`src/hdl/ksct_pkg.sv`:
```
`timescale 1ns / 1ps

package ksct_pkg;

	localparam int KEY_W   = 64;
	localparam int COUNT_W = 32;
	localparam int AMT_W   = 16;
	localparam int MODE_W  = 2;
	localparam int KIND_W  = 3;

	localparam logic [MODE_W-1:0] MODE_ADD    = 2'd0;
	localparam logic [MODE_W-1:0] MODE_REMOVE = 2'd1;
	localparam logic [MODE_W-1:0] MODE_LIST   = 2'd2;

	localparam logic [KIND_W-1:0] KIND_UPDATED   = 3'd0;
	localparam logic [KIND_W-1:0] KIND_INSERTED  = 3'd1;
	localparam logic [KIND_W-1:0] KIND_NOT_FOUND = 3'd2;
	localparam logic [KIND_W-1:0] KIND_FULL      = 3'd3;
	localparam logic [KIND_W-1:0] KIND_LISTED    = 3'd4;
	localparam logic [KIND_W-1:0] KIND_SEPARATOR = 3'd5;

	localparam logic [COUNT_W-1:0] COUNT_MAX = '1;

	// Search token that walks down the row of cells, one cell per cycle.
	typedef struct packed {
		logic               valid;
		logic [MODE_W-1:0]  mode;
		logic [KEY_W-1:0]   key;
		logic [AMT_W-1:0]   amount;
		logic               hit;
		logic               inserted;
		logic [COUNT_W-1:0] count;
	} tok_t;

	typedef enum logic [1:0] {
		ST_IDLE,
		ST_SEARCH,
		ST_LIST,
		ST_SEP
	} state_t;

endpackage

```
`src/hdl/ksct_cell.sv`:
```
`timescale 1ns / 1ps

module ksct_cell
	import ksct_pkg::*;
(
	input  logic                clk,
	input  logic                arst_n,
	input  tok_t                tok_in,
	output tok_t                tok_out,
	input  logic                occupied,
	input  logic                append_slot,
	input  logic                rotate,
	input  logic [KEY_W-1:0]    rot_key,
	input  logic [COUNT_W-1:0]  rot_count,
	output logic [KEY_W-1:0]    key,
	output logic [COUNT_W-1:0]  count
);

	tok_t               tok_q, tok_d;
	logic [KEY_W-1:0]   key_q, key_d;
	logic [COUNT_W-1:0] count_q, count_d;
	logic [COUNT_W:0]   sum;

	always_comb begin
		tok_d   = tok_in;
		key_d   = key_q;
		count_d = count_q;
		sum     = {1'b0, count_q} + {{(COUNT_W+1-AMT_W){1'b0}}, tok_in.amount};
		if (rotate) begin
			key_d   = rot_key;
			count_d = rot_count;
		end else if (tok_in.valid && !tok_in.hit && !tok_in.inserted) begin
			if (occupied && key_q == tok_in.key) begin
				if (tok_in.mode == MODE_ADD) begin
					count_d = sum[COUNT_W] ? COUNT_MAX : sum[COUNT_W-1:0];
				end else begin
					count_d = (count_q >= {{(COUNT_W-AMT_W){1'b0}}, tok_in.amount})
						? count_q - {{(COUNT_W-AMT_W){1'b0}}, tok_in.amount}
						: '0;
				end
				tok_d.hit   = 1'b1;
				tok_d.count = count_d;
			end else if (append_slot && tok_in.mode == MODE_ADD) begin
				// First free cell reached without a hit: the key is new.
				key_d          = tok_in.key;
				count_d        = {{(COUNT_W-AMT_W){1'b0}}, tok_in.amount};
				tok_d.inserted = 1'b1;
				tok_d.count    = count_d;
			end
		end
	end

	always_ff @(posedge clk or negedge arst_n) begin
		if (!arst_n) begin
			tok_q <= '0;
		end else begin
			tok_q <= tok_d;
		end
	end

	always_ff @(posedge clk) begin
		key_q   <= key_d;
		count_q <= count_d;
	end

	assign tok_out = tok_q;
	assign key     = key_q;
	assign count   = count_q;

endmodule

```
`config.mk`:
```
export PLATFORM = sky130hd
export DESIGN_NAME = ksct_cell
export DESIGN_NICKNAME = d
export VERILOG_FILES = /design/src/hdl/ksct_pkg.sv /design/src/hdl/ksct_cell.sv
export SDC_FILE = /design/constraint.sdc
export NUM_CORES = 1
export LEC_CHECK = 0
export BUFFER_PORTS_ARGS = -buffer_cell sky130_fd_sc_hd__buf_2
export CAP_MARGIN = 15
export CORE_ASPECT_RATIO = 0.6
export CORE_MARGIN = 2
export CORE_UTILIZATION = 35
export DETAILED_ROUTE_END_ITERATION = 7
export PLACE_DENSITY = 0.65
export SYNTH_ARGS = -nofsm -noshare
export SYNTH_HDL_FRONTEND = slang
export SYNTH_SLANG_ARGS = --single-unit
export TNS_END_PERCENT = 50
```
`constraint.sdc`:
```
create_clock -name clk -period 4.5 [get_ports clk]
set_clock_uncertainty 0.15 [all_clocks]
set_input_delay 0.45 -clock clk [delete_from_list [all_inputs] [get_ports clk]]
set_output_delay 0.45 -clock clk [all_outputs]
set_load 0.01 [all_outputs]
```
### Word-level counts from Yosys, hierarchy flattened

Index checks and enable logic that the tools add are counted.

* flip-flop bits (word level): 213
* input port bits: 218
* output and inout bits: 213
* word-level logic and storage cells: 43

* $add $sub $neg: 2
* order comparisons: 1
* eq/ne operators: 2
* multiplexer cells: 17
* reduce and logical (&&, ||, !) cells: 12

Operator list (count)
* $mux 32: 8
* $mux 64: 4
* $mux 34: 2
* $eq 64x64->1: 1
* $add 32x16->33: 1
* $mux 33: 1
* $ge 32x16->1: 1
* $sub 32x16->32: 1
* $logic_and 1x1->1: 4
* $reduce_bool 2->1: 2
* $reduce_and 3->1: 1
* $reduce_bool 3->1: 1
* $logic_not 1->1: 2
* $logic_not 2->1: 1
* $mux 1: 2
* $ne 2x2->1 const B: 1
* $reduce_and 2->1: 1

### Depth between registers and ports, before layout

* depth after elaboration: 6
* mapped depth: 13
* depth with buffers taken out: 11

### Worst setup path before layout

Ideal clock, no wire load.

* path kind: register -> register
* from: register key_q[5] (netlist: key[5])
* to: register key_q[0] (netlist: key[0]), enable pin
* library setup time: 0.529 ns
* arrival: 3.107 ns
* required time: 3.821 ns
* slack: 0.714 ns
* cell stages (with the launch flop): 9
* path buffers: 1
* clock period less this slack: 3.786 ns
* path through: edfxtp_1 xnor2_1 nand2_1 or4_1 or4_1 nor4_1 buf_2 nor2_1 a21o_1

* cells in the longest elaborated chain, start to end: 4

Ends and longest elaborated chain
* from (decl): line ksct_cell.sv:20 `logic [KEY_W-1:0] key_q, key_d;`
* from (signal assigned): line ksct_cell.sv:62 `key_q <= key_d;`
* $eq 64x64->1: line ksct_cell.sv:33 `if (occupied && key_q == tok_in.key) begin`
* $logic_and 1x1->1: line ksct_cell.sv:33
* $ne 2x2->1 (no source line)
* $reduce_and 3->1 (no source line)

No other way between the ends.
A chain may end at the register's enable or synchronous reset.

==> flow_summary_export.csv <==
group,metric,value,unit
run_status,status,"complete, no violations",
pwr,sequentialPowerShare,40.9,%
synthesis,synth-seq-cells,213,
clocking,clk_pin_slew_worst_paths,0.06,ns
grt,antenna_found_initial,2,
floorplan,die_w,241,um
worst_setup_path,criticalPathCategory,"input port to register",
timing,fmax,237,MHz
synthesis,yosys.area.top_type_share,24.9,%
timing,max_slew_margin,28.0,%
pwr,p_int,3.83,mW
pwr,finalPower,5.62,mW
job,max_cap_viol_count,0,
detailed_routing,num_vias,11800,
worst_setup_path,end_kind,"register",
pwr,power_leakage,7.23,nW
hold_path,min-delay-path-class,"input port to register",
floorplan,initial_core_util,35.9,%
timing,worst_slew_pin_slew,1.07,ns
worst_setup_path,critical_path_arrival,4.51,ns
pwr,p_clk_share,34.5,%
clocking,numCtsBuffers,23,
detailed_routing,first_pass_iters,6,
clocking,cts_max_path_buffers,3,
clocking,insertion_delay,0.55,ns
detailed_routing,ant_nets,0,
synthesis,yosys_warnings,0,
pwr,combinationalPowerShare,24.7,%
floorplan,die_y,146,um
clocking,cts.sinks,213,
timing,hold_violations,0,
pwr,powerDensity,341,nW/um2
worst_setup_path,cp-start-kind,"input port",
placed_design,portBuffers,430,
grt,grt_pass1_wl,76.0,mm
grt,grt_pass1_vias,11500,
placed_design,place_congestion,1.01,
cells_and_area,layout.nets,1921,
synthesis,syn-instance-count,1117,
worst_setup_path,crit_fanout,12,
synthesis,synth_edf_count,96,
synthesis,syn_nets,1369,
synthesis,ys_types,81,
detailed_routing,drtIter0Drc,1435,
grt,track_usage,29.1,%
pwr,power_switching,1.78,mW
synthesis,synth-async-reset-ratio,54.9,%
floorplan,num_rows,51,
cells_and_area,fin_cells,2139,
synthesis,avgSynthCellArea,10.5,um2
floorplan,core-area,32800,um2
placed_design,dpl.hpwl,40.1,mm
synthesis,synth_area,11800,um2
pwr,power_switching_share,31.7,%
clocking,cts_tree,"yes",
timing,rsz0062_at_grt,"false",
timing,drv_slew,0,
timing,setup_tns,0,ns
grt,grt_overflow,0,
synthesis,synthFlopType,"dfrtp_1",
timing,fin_crit,4.22,ns
pwr,ir_worst_vdd,0.000273,V
timing,fin_crit_sh,93.8,%
detailed_routing,drt_wl_total,52.5,mm
timing,setup_viol_count_final,0,
worst_setup_path,crit_required,4.79,ns
floorplan,design.die.area,35200,um2
placed_design,dp_cells,1993,
clocking,clock-root-buffer,"clkbuf_16",
detailed_routing,vias_per_cell,5.53,
clocking,postCtsSetupRepairBufs,0,
synthesis,seq_area_frac_synth,49.4,%
clocking,htree_levels,1,
synthesis,synth.area.top_cells,"dfrtp_1, edfxtp_1, mux2_2",
detailed_routing,drc,0,
detailed_routing,routedWlPerCell,24.5,um
floorplan,boundaryPins,431,
cells_and_area,drive_above_1_share,36.3,%
grt,grt_start_max_net_pins,83,
timing,hold_ws,0.0157,ns
synthesis,yosys.area.top_type,"dfrtp_1",
cells_and_area,area_growth,39.9,%
[sequential cells by signal, indices dropped and copies added, names as in the netlist]
signal,count
tok_out,117
count,32
key,64
[final cells by class]
type / count / area [um2]
fill: 3024 / 16300
sequential: 213 / 5810
multi-input combinational: 796 / 5550
timing repair buffer: 587 / 3620
clock buffer: 30 / 602
tap: 450 / 563
inverter: 48 / 180
clock inverter: 12 / 138
antenna: 3 / 7.51
[cell families after synthesis]
group,synth area share [%]
fa+ha+maj,3.74
buf+inv,3.67
flops,49.4
simple gates,15.3
mux,6.28
compound gates,16.9
xor+xnor,4.76
[layer usage]
| metal | global-route usage (%) | share of wire (%) | up-vias |
|---|---|---|---|
| li1 | - | - | 5289 |
| met1 | 44.2 | 47 | 5809 |
| met2 | 40.9 | 41 | 669 |
| met3 | 8.41 | 10 | 62 |
| met4 | 5.25 | 1.8 | 0 |
| met5 | 0 | 0 | - |
[critical path: stages]
cell,delay [ns]
dlygate4sd3_1,0.55
buf_2,0.15
xnor2_1,0.44
nand4_1,0.13
or4_1,0.40
or4_1,0.55
or4b_1,0.74
a21oi_2,0.74
o22ai_1,0.16
a21oi_1,0.19
[power groups by stage]
stage / clock (mW) / sequential [mW] / combinational [mW]
after global placement: 0 / 2.32 / 1.28
after global routing: 2.05 / 2.31 / 1.49
after detailed placement: 0 / 2.33 / 1.28
after floorplan: 0 / 2.38 / 0.617
final: 1.94 / 2.29 / 1.39
after CTS: 1.98 / 2.29 / 1.36
[worst paths after layout]
| kind | start | endpoint | slack [ns] | cells past startpoint |
|---|---|---|---|---|
| min | tok_in[30] | tok_out[30] | 0.02 | 3 |
| max in group asynchronous | arst_n | tok_out[63] | 2.66 | 3 |
| max | tok_in[77] | tok_out[2] | 0.28 | 10 |
| min in group asynchronous | arst_n | tok_out[38] | 0.42 | 2 |
| max reg2reg | key[27] | tok_out[2] | 0.44 | 8 |
| min reg2reg | count[28] | tok_out[28] | 0.71 | 2 |
[placed cells by master (no fill, tap or decap), drive strengths merged, types with 7 or more instances in the layout]
master,n
a21o,10
a21oi,44
a22o,8
a22oi,7
a311o,8
a31oi,10
and2,8
and3,9
buf,486
clkbuf,30
clkinv,7
dfrtp,117
dlygate4sd3,101
edfxtp,96
ha,32
inv,49
mux2,61
nand2,86
nand2b,15
nand3,23
nand4,30
nor2,70
nor2b,19
nor3,29
nor4,21
o211ai,9
o21a,11
o21ai,65
o22ai,20
o31ai,23
or2,7
or3,8
or4,9
xnor2,41
xor2,23
[per-stage QoR]
stage | utilization [%] | instance area, um2 | worst slack, ns
after detailed placement | 44.9 | 14700 | 0.299
after CTS | 50.2 | 16500 | 0.318
after global placement | 44.9 | 14700 | 0.301
after floorplan | - | 11800 | 0.714
after global routing | 50.2 | 16500 | 0.195
final | 50.2 | 16500 | 0.281
[cells in the mapped netlist, types with 23 or more instances]
cell and count:
nor3_1 28, edfxtp_1 96, xnor2_1 41, o21ai_0 55, dfrtp_1 117, ha_1 32
clkbuf_1 53, inv_1 48, xor2_1 23, nand2_1 86, a21oi_1 41, nand3_1 23
nor2_1 70, nand4_1 30, mux2_2 61
[repair_timing]
item	CTS	global route
setup endpoints to repair	0	1
hold buffers	101	0
hold endpoints to repair	178	0
resized for setup	0	1
Note: power is estimated with default switching activity, not from simulation.
